## src/hdl/fusp_pkg.sv

```systemverilog
// ----------------------------------------------------------------------------
// fusp_pkg
// Shared constants, types and helpers of the form-urlencoded stream parser.
// ----------------------------------------------------------------------------
package fusp_pkg;

  localparam logic [7:0] CH_AMP   = 8'h26;  // '&'
  localparam logic [7:0] CH_EQ    = 8'h3D;  // '='
  localparam logic [7:0] CH_PLUS  = 8'h2B;  // '+'
  localparam logic [7:0] CH_PCT   = 8'h25;  // '%'
  localparam logic [7:0] CH_SPACE = 8'h20;  // ' '

  // escape phase codes
  localparam logic [1:0] ESC_NONE  = 2'd0;
  localparam logic [1:0] ESC_PCT   = 2'd1;
  localparam logic [1:0] ESC_DIGIT = 2'd2;

  // results one input item can cause
  localparam int unsigned MAX_RES = 4;
  localparam int unsigned CNT_W   = $clog2(MAX_RES + 1);
  localparam int unsigned IDX_W   = $clog2(MAX_RES);

  typedef struct packed {
    logic [7:0] data;
    logic       vside;
    logic       pend;
  } res_t;

  function automatic logic is_hex(input logic [7:0] c);
    is_hex = (c >= 8'h30 && c <= 8'h39) || (c >= 8'h61 && c <= 8'h66) ||
             (c >= 8'h41 && c <= 8'h46);
  endfunction

  function automatic logic [3:0] hex_val(input logic [7:0] c);
    logic [7:0] v;
    v = 8'h00;
    if (c >= 8'h30 && c <= 8'h39) begin
      v = c - 8'h30;
    end else if (c >= 8'h61 && c <= 8'h66) begin
      v = c - 8'h57;
    end else if (c >= 8'h41 && c <= 8'h46) begin
      v = c - 8'h37;
    end
    hex_val = v[3:0];
  endfunction

endpackage

```

## src/hdl/form_urlencoded_stream_parser_core.sv

```systemverilog
// ----------------------------------------------------------------------------
// form_urlencoded_stream_parser_core
// Streaming percent-decoder for a form body, split into name/value items.
// ----------------------------------------------------------------------------
// Usage:
//   in_*  : one raw body byte per item in in_tdata; in_tlast marks the final
//           byte of the body and closes the last pair.
//   out_* : decoded bytes in out_tdata, tagged name/value in out_tuser[0];
//           out_tuser[1] flags an end-of-pair marker (data zero). out_tlast
//           marks the last result caused by one input item.
// An input item is registered, decoded combinationally into a four-entry result
// buffer, and drained one result per cycle while out_tready is high. The first
// result leaves from the result buffer, behind the input register. An item
// yielding one result sustains one item per cycle while out_tready stays high;
// an item yielding k results (k is 0..4; broken escapes and end-of-pair markers
// give the bursts) drains one by one through the buffer's single output port.
// Reset (rst_n low, synchronous) empties both stages and returns the parser
// to the start of a name with no escape pending.
// When out_tready is low the buffer holds; the input register still takes
// one more item, then in_tready drops until the buffer frees.
// ----------------------------------------------------------------------------
module form_urlencoded_stream_parser_core (
  input  logic       clk,
  input  logic       rst_n,
  // input channel
  input  logic       in_tvalid,
  output logic       in_tready,
  input  logic [7:0] in_tdata,   // [7:0] in_byte
  input  logic       in_tlast,   // last_byte
  // result channel
  output logic       out_tvalid,
  input  logic       out_tready,
  output logic [7:0] out_tdata,  // [7:0] out_byte
  output logic [1:0] out_tuser,  // [0] in_value_part, [1] pair_end
  output logic       out_tlast   // last_of_run
);

  // input register
  logic       s1_valid_r, s1_valid_nxt;
  logic [7:0] s1_byte_r;
  logic       s1_last_r;

  // parser state
  logic [1:0] esc_r, esc_nxt;
  logic [7:0] held_r, held_nxt;
  logic       vside_r, vside_nxt;
  logic       started_r, started_nxt;

  // result buffer
  fusp_pkg::res_t                  res_r [fusp_pkg::MAX_RES];
  fusp_pkg::res_t                  dec_res [fusp_pkg::MAX_RES];
  logic [fusp_pkg::CNT_W-1:0]      rem_r, rem_nxt;
  logic [fusp_pkg::IDX_W-1:0]      idx_r, idx_nxt;
  logic [fusp_pkg::CNT_W-1:0]      dec_n;

  logic in_fire, out_fire, buf_free, s1_adv;

  assign out_fire  = out_tvalid && out_tready;
  assign buf_free  = (rem_r == '0) ||
                     (rem_r == fusp_pkg::CNT_W'(1) && out_tready);
  assign s1_adv    = s1_valid_r && buf_free;
  assign in_tready = !s1_valid_r || buf_free;
  assign in_fire   = in_tvalid && in_tready;

  // --------------------------------------------------------------------------
  // Decode of one byte against the current state
  // --------------------------------------------------------------------------
  always_comb begin
    logic [1:0]                 ph;
    logic [7:0]                 hd;
    logic                       vs;
    logic                       ps;
    logic [fusp_pkg::CNT_W-1:0] n;
    logic                       close_req;
    logic                       hexb;
    logic [7:0]                 b;

    b         = s1_byte_r;
    hexb      = fusp_pkg::is_hex(b);
    ph        = esc_r;
    hd        = held_r;
    vs        = vside_r;
    ps        = started_r;
    n         = '0;
    close_req = 1'b0;
    for (int i = 0; i < fusp_pkg::MAX_RES; i++) begin
      dec_res[i] = '0;
    end

    if (b == fusp_pkg::CH_AMP) begin
      close_req = 1'b1;
    end else begin
      ps = 1'b1;
      if (ph == fusp_pkg::ESC_PCT && hexb) begin
        hd = b;
        ph = fusp_pkg::ESC_DIGIT;
      end else if (ph == fusp_pkg::ESC_DIGIT && hexb) begin
        dec_res[n[fusp_pkg::IDX_W-1:0]] = '{data: {fusp_pkg::hex_val(hd),
                                                   fusp_pkg::hex_val(b)},
                                            vside: vs, pend: 1'b0};
        n  = n + 1'b1;
        ph = fusp_pkg::ESC_NONE;
      end else begin
        // broken escape: pending bytes go out literally
        if (ph == fusp_pkg::ESC_PCT || ph == fusp_pkg::ESC_DIGIT) begin
          dec_res[n[fusp_pkg::IDX_W-1:0]] = '{data: fusp_pkg::CH_PCT, vside: vs,
                                              pend: 1'b0};
          n = n + 1'b1;
        end
        if (ph == fusp_pkg::ESC_DIGIT) begin
          dec_res[n[fusp_pkg::IDX_W-1:0]] = '{data: hd, vside: vs, pend: 1'b0};
          n = n + 1'b1;
        end
        ph = fusp_pkg::ESC_NONE;
        if (b == fusp_pkg::CH_EQ && !vs) begin
          vs = 1'b1;
        end else if (b == fusp_pkg::CH_PLUS) begin
          dec_res[n[fusp_pkg::IDX_W-1:0]] = '{data: fusp_pkg::CH_SPACE, vside: vs,
                                              pend: 1'b0};
          n = n + 1'b1;
        end else if (b == fusp_pkg::CH_PCT) begin
          ph = fusp_pkg::ESC_PCT;
        end else begin
          dec_res[n[fusp_pkg::IDX_W-1:0]] = '{data: b, vside: vs, pend: 1'b0};
          n = n + 1'b1;
        end
      end
      if (s1_last_r) begin
        close_req = 1'b1;
      end
    end

    if (close_req) begin
      if (ph == fusp_pkg::ESC_PCT || ph == fusp_pkg::ESC_DIGIT) begin
        dec_res[n[fusp_pkg::IDX_W-1:0]] = '{data: fusp_pkg::CH_PCT, vside: vs,
                                            pend: 1'b0};
        n = n + 1'b1;
      end
      if (ph == fusp_pkg::ESC_DIGIT) begin
        dec_res[n[fusp_pkg::IDX_W-1:0]] = '{data: hd, vside: vs, pend: 1'b0};
        n = n + 1'b1;
      end
      if (ps) begin
        dec_res[n[fusp_pkg::IDX_W-1:0]] = '{data: 8'h00, vside: vs, pend: 1'b1};
        n = n + 1'b1;
      end
      ph = fusp_pkg::ESC_NONE;
      vs = 1'b0;
      ps = 1'b0;
    end

    dec_n       = n;
    esc_nxt     = ph;
    held_nxt    = hd;
    vside_nxt   = vs;
    started_nxt = ps;
  end

  // --------------------------------------------------------------------------
  // Stage control
  // --------------------------------------------------------------------------
  always_comb begin
    s1_valid_nxt = s1_valid_r;
    if (in_fire) begin
      s1_valid_nxt = 1'b1;
    end else if (s1_adv) begin
      s1_valid_nxt = 1'b0;
    end

    rem_nxt = rem_r;
    idx_nxt = idx_r;
    if (s1_adv) begin
      rem_nxt = dec_n;
      idx_nxt = '0;
    end else if (out_fire) begin
      rem_nxt = rem_r - 1'b1;
      idx_nxt = idx_r + 1'b1;
    end
  end

  always_ff @(posedge clk) begin
    if (!rst_n) begin
      s1_valid_r <= 1'b0;
      esc_r      <= fusp_pkg::ESC_NONE;
      held_r     <= 8'h00;
      vside_r    <= 1'b0;
      started_r  <= 1'b0;
      rem_r      <= '0;
      idx_r      <= '0;
    end else begin
      s1_valid_r <= s1_valid_nxt;
      rem_r      <= rem_nxt;
      idx_r      <= idx_nxt;
      if (s1_adv) begin
        esc_r     <= esc_nxt;
        held_r    <= held_nxt;
        vside_r   <= vside_nxt;
        started_r <= started_nxt;
      end
    end
  end

  // payload registers
  always_ff @(posedge clk) begin
    if (in_fire) begin
      s1_byte_r <= in_tdata;
      s1_last_r <= in_tlast;
    end
    if (s1_adv) begin
      for (int i = 0; i < fusp_pkg::MAX_RES; i++) begin
        res_r[i] <= dec_res[i];
      end
    end
  end

  assign out_tvalid = (rem_r != '0);
  assign out_tdata  = res_r[idx_r].data;
  assign out_tuser  = {res_r[idx_r].pend, res_r[idx_r].vside};
  assign out_tlast  = (rem_r == fusp_pkg::CNT_W'(1));

  // --------------------------------------------------------------------------
  // Assertions
  // --------------------------------------------------------------------------
  a_rem_bound: assert property (@(posedge clk) disable iff (!rst_n)
    rem_r <= fusp_pkg::CNT_W'(fusp_pkg::MAX_RES))
    else $error("result count exceeds buffer depth");

  a_esc_code: assert property (@(posedge clk) disable iff (!rst_n)
    esc_r != 2'd3)
    else $error("unused escape phase reached");

  a_marker_zero: assert property (@(posedge clk) disable iff (!rst_n)
    out_tvalid && out_tuser[1] |-> out_tdata == 8'h00)
    else $error("end-of-pair marker carries data");

  a_run_continues: assert property (@(posedge clk) disable iff (!rst_n)
    out_fire && !out_tlast |=> out_tvalid)
    else $error("run of results broken before its last item");

  a_empty_run: assert property (@(posedge clk) disable iff (!rst_n)
    s1_adv && dec_n == '0 |=> !out_tvalid)
    else $error("result shown for an item with no results");

  a_marker_clears: assert property (@(posedge clk) disable iff (!rst_n)
    s1_adv && dec_res[0].pend |=> !started_r && !vside_r && esc_r == fusp_pkg::ESC_NONE)
    else $error("pair state not cleared after marker");

endmodule

```

## config.mk

```make
export PLATFORM = sky130hd
export DESIGN_NAME = form_urlencoded_stream_parser_core
export DESIGN_NICKNAME = d
export VERILOG_FILES = /design/src/hdl/fusp_pkg.sv /design/src/hdl/form_urlencoded_stream_parser_core.sv
export SDC_FILE = /design/constraint.sdc
export NUM_CORES = 1
export LEC_CHECK = 0
export ABC_AREA = 0
export CAP_MARGIN = 25
export CORE_UTILIZATION = 50
export CTS_BUF_LIST = sky130_fd_sc_hd__clkbuf_8
export DETAILED_ROUTE_END_ITERATION = 8
export DONT_BUFFER_PORTS = 1
export PLACE_DENSITY = 0.75
export SYNTH_ARGS = -nofsm -noshare
export SYNTH_HDL_FRONTEND = slang
export SYNTH_SLANG_ARGS = --single-unit
```

## constraint.sdc

```tcl
create_clock -name clk -period 11.2 [get_ports clk]
set_clock_uncertainty 0.1 [all_clocks]
set_input_delay 2.24 -clock clk [delete_from_list [all_inputs] [get_ports clk]]
set_output_delay 2.24 -clock clk [all_outputs]
set_load 0.05 [all_outputs]
```

## Yosys cells after proc, flatten, opt, wreduce, memory -nomap -nowiden

Memory sizes are Yosys's and may differ from the RTL's. A register that Yosys moved wholly into a read port is not among the register bits.
Index checks and enable logic that the tools add are counted.

| cells by class | value |
|---|---|
| bitwise gates (word level) | 6 |
| reduce and logical (&&, ||, !) cells | 31 |
| muxes and demuxes | 89 |
| add/sub/neg operators | 13 |
| $lt $le $gt $ge | 22 |
| equality and inequality tests | 9 |

Operators by type and width:

| operator | count |
|---|---|
| 40-bit 2-to-1 mux | 15 |
| 40-bit bitwise mux | 6 |
| 10-bit demux with 2-bit select | 5 |
| 10-bit 2-to-1 mux | 9 |
| 3-bit 2-to-1 mux | 21 |
| 8-bit by 6-bit == test with 1-bit output (second input constant) | 4 |
| 8-bit by 7-bit >= comparator with 1-bit output (second input constant) | 4 |
| 8-bit by 7-bit <= comparator with 1-bit output (second input constant) | 4 |
| 30-bit 2-to-1 mux | 1 |
| 4-bit 2-to-1 mux | 6 |
| 8-bit 2-to-1 mux | 3 |
| 1-bit logical AND | 18 |
| 1-bit 2-to-1 mux | 18 |
| 8-bit by 6-bit >= comparator with 1-bit output (second input constant) | 2 |
| 8-bit by 6-bit <= comparator with 1-bit output (second input constant) | 2 |
| 4-bit by 3-bit subtractor with 4-bit output (second input constant) | 4 |
| 3-bit by 1-bit adder with 3-bit output (second input constant) | 5 |
| 3-bit >= comparator (second input constant) | 5 |
| 3-bit by 1-bit < comparator with 1-bit output (second input constant) | 5 |
| 2-bit inverter with 3-bit output | 5 |
| 2-bit 2-to-1 mux | 5 |
| 4-bit by 1-bit subtractor with 4-bit output (second input constant) | 2 |
| 1-bit logical OR | 6 |
| 2-bit by 1-bit == test with 1-bit output (second input constant) | 2 |
| other kinds (10) | 13 |

| storage, ports and cells | value |
|---|---|
| output and inout bits | 13 |
| logic and storage cells | 180 |
| bits in registers | 27 |
| memories kept | 1 |
| memory bits (writable) | 40 |
| bits of input ports | 13 |

Memories:

| name | depth | bits a word | rd ports | clocked after Yosys merged registers in | write ports | RTL line | text |
|---|---|---|---|---|---|---|---|
| res_r | 4 | 10 | 1 | 1 | 4 | form_urlencoded_stream_parser_core.sv:50 | `fusp_pkg::res_t res_r [fusp_pkg::MAX_RES];` |

## Depth between registers and ports, before layout

| depth | value |
|---|---|
| word-level depth | 34 |
| mapped depth | 20 |
| mapped depth without buffers | 19 |

## Least setup slack after synthesis

Ideal clock, no wire load.

| timing | value |
|---|---|
| path type | input to output |
| start | input out_tready |
| end | output in_tready |
| arrival | 2745 ps |
| cell stages on the path | 2 |
| required time | 8860 ps |
| buffers on the path | 0 |
| slack | 6115 ps |
| path through | nand2_1 > nand3_1 |

| between the ends | value |
|---|---|
| cells in the longest elaborated chain, start to end | 3 |

RTL lines:

| element | RTL line | text |
|---|---|---|
| start: declaration | form_urlencoded_stream_parser_core.sv:32 | `input logic out_tready,` |
| 1-bit logical AND | form_urlencoded_stream_parser_core.sv:60 | `(rem_r == fusp_pkg::CNT_W'(1) && out_tready);` |
| 1-bit logical OR | form_urlencoded_stream_parser_core.sv:59 | `assign buf_free = (rem_r == '0) \|\|` |
| 1-bit logical OR | form_urlencoded_stream_parser_core.sv:62 | `assign in_tready = !s1_valid_r \|\| buf_free;` |
| end: declaration | form_urlencoded_stream_parser_core.sv:27 | `output logic in_tready,` |

Every way passes these cells.

==> impl_metrics.env <==
export IMPL_period_share_pct=47.37
export IMPL_fmax_mhz=188.5
export IMPL_avgSynthCellArea_sq_um=9.812
export IMPL_vias=4043
export IMPL_cts_setup_buffers=0
export IMPL_slowest_stage="edfxtp_1"
export IMPL_finalPower_uw=830.7
export IMPL_tightest_slew_ns=1.029
export IMPL_syn_inst=487
export IMPL_die_w_um=99.76
export IMPL_p_per_area_nw_per_um2=163.4
export IMPL_core_area_sq_um=9240
export IMPL_drv_cap=0
export IMPL_first_pass_iters=6
export IMPL_seq_area_frac_synth_pct=39.17
export IMPL_path_class="reg2reg"
export IMPL_grt_max_degree=50
export IMPL_rsz0062_at_grt="no"
export IMPL_n_fill_cell=810
export IMPL_yosys_top_cells_area="edfxtp_1, dfxtp_1, ha_1"
export IMPL_finalNetCount=523
export IMPL_crit_fanout=19
export IMPL_path_cells="inv_1, ha_1, or3b_1, and3_1, o21ai_4, nand2_1, ha_1, nand2_1, o21ai_0, ha_1, mux2i_1, ha_1, o21ai_0, and3_1, o2bb2ai_1"
export IMPL_hold_class="reg2reg"
export IMPL_cts_sinks=69
export IMPL_fin_setup_tns_ns=0
export IMPL_dp_hpwl_um=9740
export IMPL_clock_latency_ns=0.37
export IMPL_clk_pin_slew_worst_paths_ns=0.09
export IMPL_cts_tree="yes"
export IMPL_finalSetupViolCount=0
export IMPL_synth_async_reset_ratio_pct=0
export IMPL_crit_family="compound AO/OA/AOI/OAI gates"
export IMPL_cts_root_buf="clkbuf_8"
export IMPL_cts_repair_resized=0
export IMPL_whs_ns=0.4280
export IMPL_slowest_delay_ns=0.56
export IMPL_finalCriticalPeriod_ns=5.306
export IMPL_io_pins=26
export IMPL_crit_arrival_ns=5.32
export IMPL_grt_pass1_wl_um=20180
export IMPL_yosysTopAreaCell="edfxtp_1"
export IMPL_crit_top_cell="ha_1"
export IMPL_antenna_found_initial=1
export IMPL_gp_congestion=1.027
export IMPL_rows=35
export IMPL_cts_buffers=9
export IMPL_globalRouteOverflowTotal=0
export IMPL_peakVddDrop_v=0.00008988
export IMPL_port_buffer_count=0
export IMPL_antenna_cells=0
export IMPL_hold_violations=0
export IMPL_wl_per_cell_um=21.24
export IMPL_drc=0
export IMPL_ys_flop_type="edfxtp_1"
export IMPL_ys_seq_elements=69
export IMPL_multi_input_area_sq_um=2704
export IMPL_wirelength_um=13000
export IMPL_regArea_sq_um=1872
export IMPL_initial_core_util_pct=51.71
export IMPL_required_ns=11.21
export IMPL_area_growth_pct=6.415
export IMPL_cts_max_path_buffers=2
export IMPL_drt_iter0_markers=528
export IMPL_status="completed"
export IMPL_synth_edf_count=49
export IMPL_maxSlewViolCount=0
export IMPL_synth_nets=532
export IMPL_critical_path_endpoint_type="flip-flop"
export IMPL_dieArea_sq_um=9952
export IMPL_p_leak_uw=0.001863
export IMPL_grt_pass1_vias=3669
export IMPL_hold_buffers=0
export IMPL_syn_area_sq_um=4778
export IMPL_htree_levels=3
export IMPL_die_h_um=99.76
export IMPL_synth_cell_type_count=74
export IMPL_synth_top_cell_area_share_pct=30.79
export IMPL_drive_above_1_share_pct=9.317
export IMPL_crit_buf_inv=1
export IMPL_slew_limit_headroom_pct=31.24
export IMPL_ant_nets=0
export IMPL_yosys_warnings=0
export IMPL_viasPerCell=6.606
export IMPL_cp_start_kind="flip-flop"
export IMPL_grt_usage_pct=27.33
-- cell usage in the layout (no fill, tap or decap), drive strengths merged, types with 9 or more instances in the layout --
cell type and n:
nand2 51, edfxtp 49, o21ai 38, ha 32
a21oi 28, nor2 26, inv 25, dfxtp 20
nand3 19, o22ai 14, a21boi 10, mux4 10
and2 10, clkbuf 10, mux2i 9
-- kinds of logic after synthesis --
family | share of synthesized area (%)
compound gates | 22.60
simple gates | 16.55
flops | 39.17
buf+inv | 4.242
fa+ha+maj | 8.379
mux | 7.070
xor+xnor | 1.990
-- cell type report --
type	count	area share, %
tap	129	3.174
clock buffer	9	2.436
timing repair buffer	5	0.6890
clock inverter	7	1.944
inverter	24	1.772
multi-input combinational	369	53.17
sequential	69	36.81
-- worst min-delay path, cell delays in order (launching register included) --
cell	delay [ns]
dfxtp_1	0.38
nand2_1	0.08
nor2_1	0.03
-- state kept, by name (all words and copies together) (netlist names), named ones only --
register	count
vside_r	1
s1_byte_r	8
rem_r	3
res_r	40
started_r	1
s1_last_r	1
s1_valid_r	1
held_r	8
esc_r	2
idx_r	2
-- layer usage --
layer	GRT usage, %	share of wire, %
met4	10.97	3.0
met1	38.16	43
met3	5.903	9.8
met5	0	0.10
met2	41.22	44
-- final timing paths --
check	from	endpoint	slack, ns	cells past startpoint
max	s1_byte_r[1]	res_r[0][8]	5.89	15
min	held_r[7]	held_r[7]	0.43	2
max reg2reg	s1_byte_r[1]	res_r[0][8]	5.89	15
min reg2reg	held_r[7]	held_r[7]	0.43	2
-- through the flow --
step | cells | area (sq um) | setup slack [ns] | util, %
detailed placement | 595 | 4857 | 6.050 | 52.57
floorplan | 487 | 4778 | 6.116 | -
CTS | 611 | 5080 | 6.023 | 54.98
global placement | 594 | 4850 | 6.096 | 52.48
finish | 612 | 5085 | 5.894 | 55.03
global route | 612 | 5085 | 5.606 | 55.03
-- where the power goes --
| part | switching (uW) | total, uW | internal, uW | leakage (uW) |
|---|---|---|---|---|
| registers | 36.3 | 360 | 324 | 0.000627 |
| logic | 164 | 235 | 70.6 | 0.00113 |
| clock network | 109 | 236 | 126 | 0.000110 |
-- cell usage after synthesis (6+ instances only) --
| cell | count |
|---|---|
| a31oi_1 | 8 |
| nor2_1 | 25 |
| mux4_2 | 10 |
| ha_1 | 32 |
| inv_1 | 24 |
| and2_1 | 9 |
| a21oi_1 | 28 |
| nor2b_1 | 6 |
| a21boi_0 | 10 |
| dfxtp_1 | 20 |
| a221oi_1 | 8 |
| nand2_1 | 51 |
| o21ai_0 | 36 |
| xnor2_1 | 6 |
| o22ai_1 | 14 |
| mux2i_1 | 9 |
| clkbuf_1 | 18 |
| edfxtp_1 | 49 |
| nand3_1 | 19 |
(Power assumes the default switching activity.)
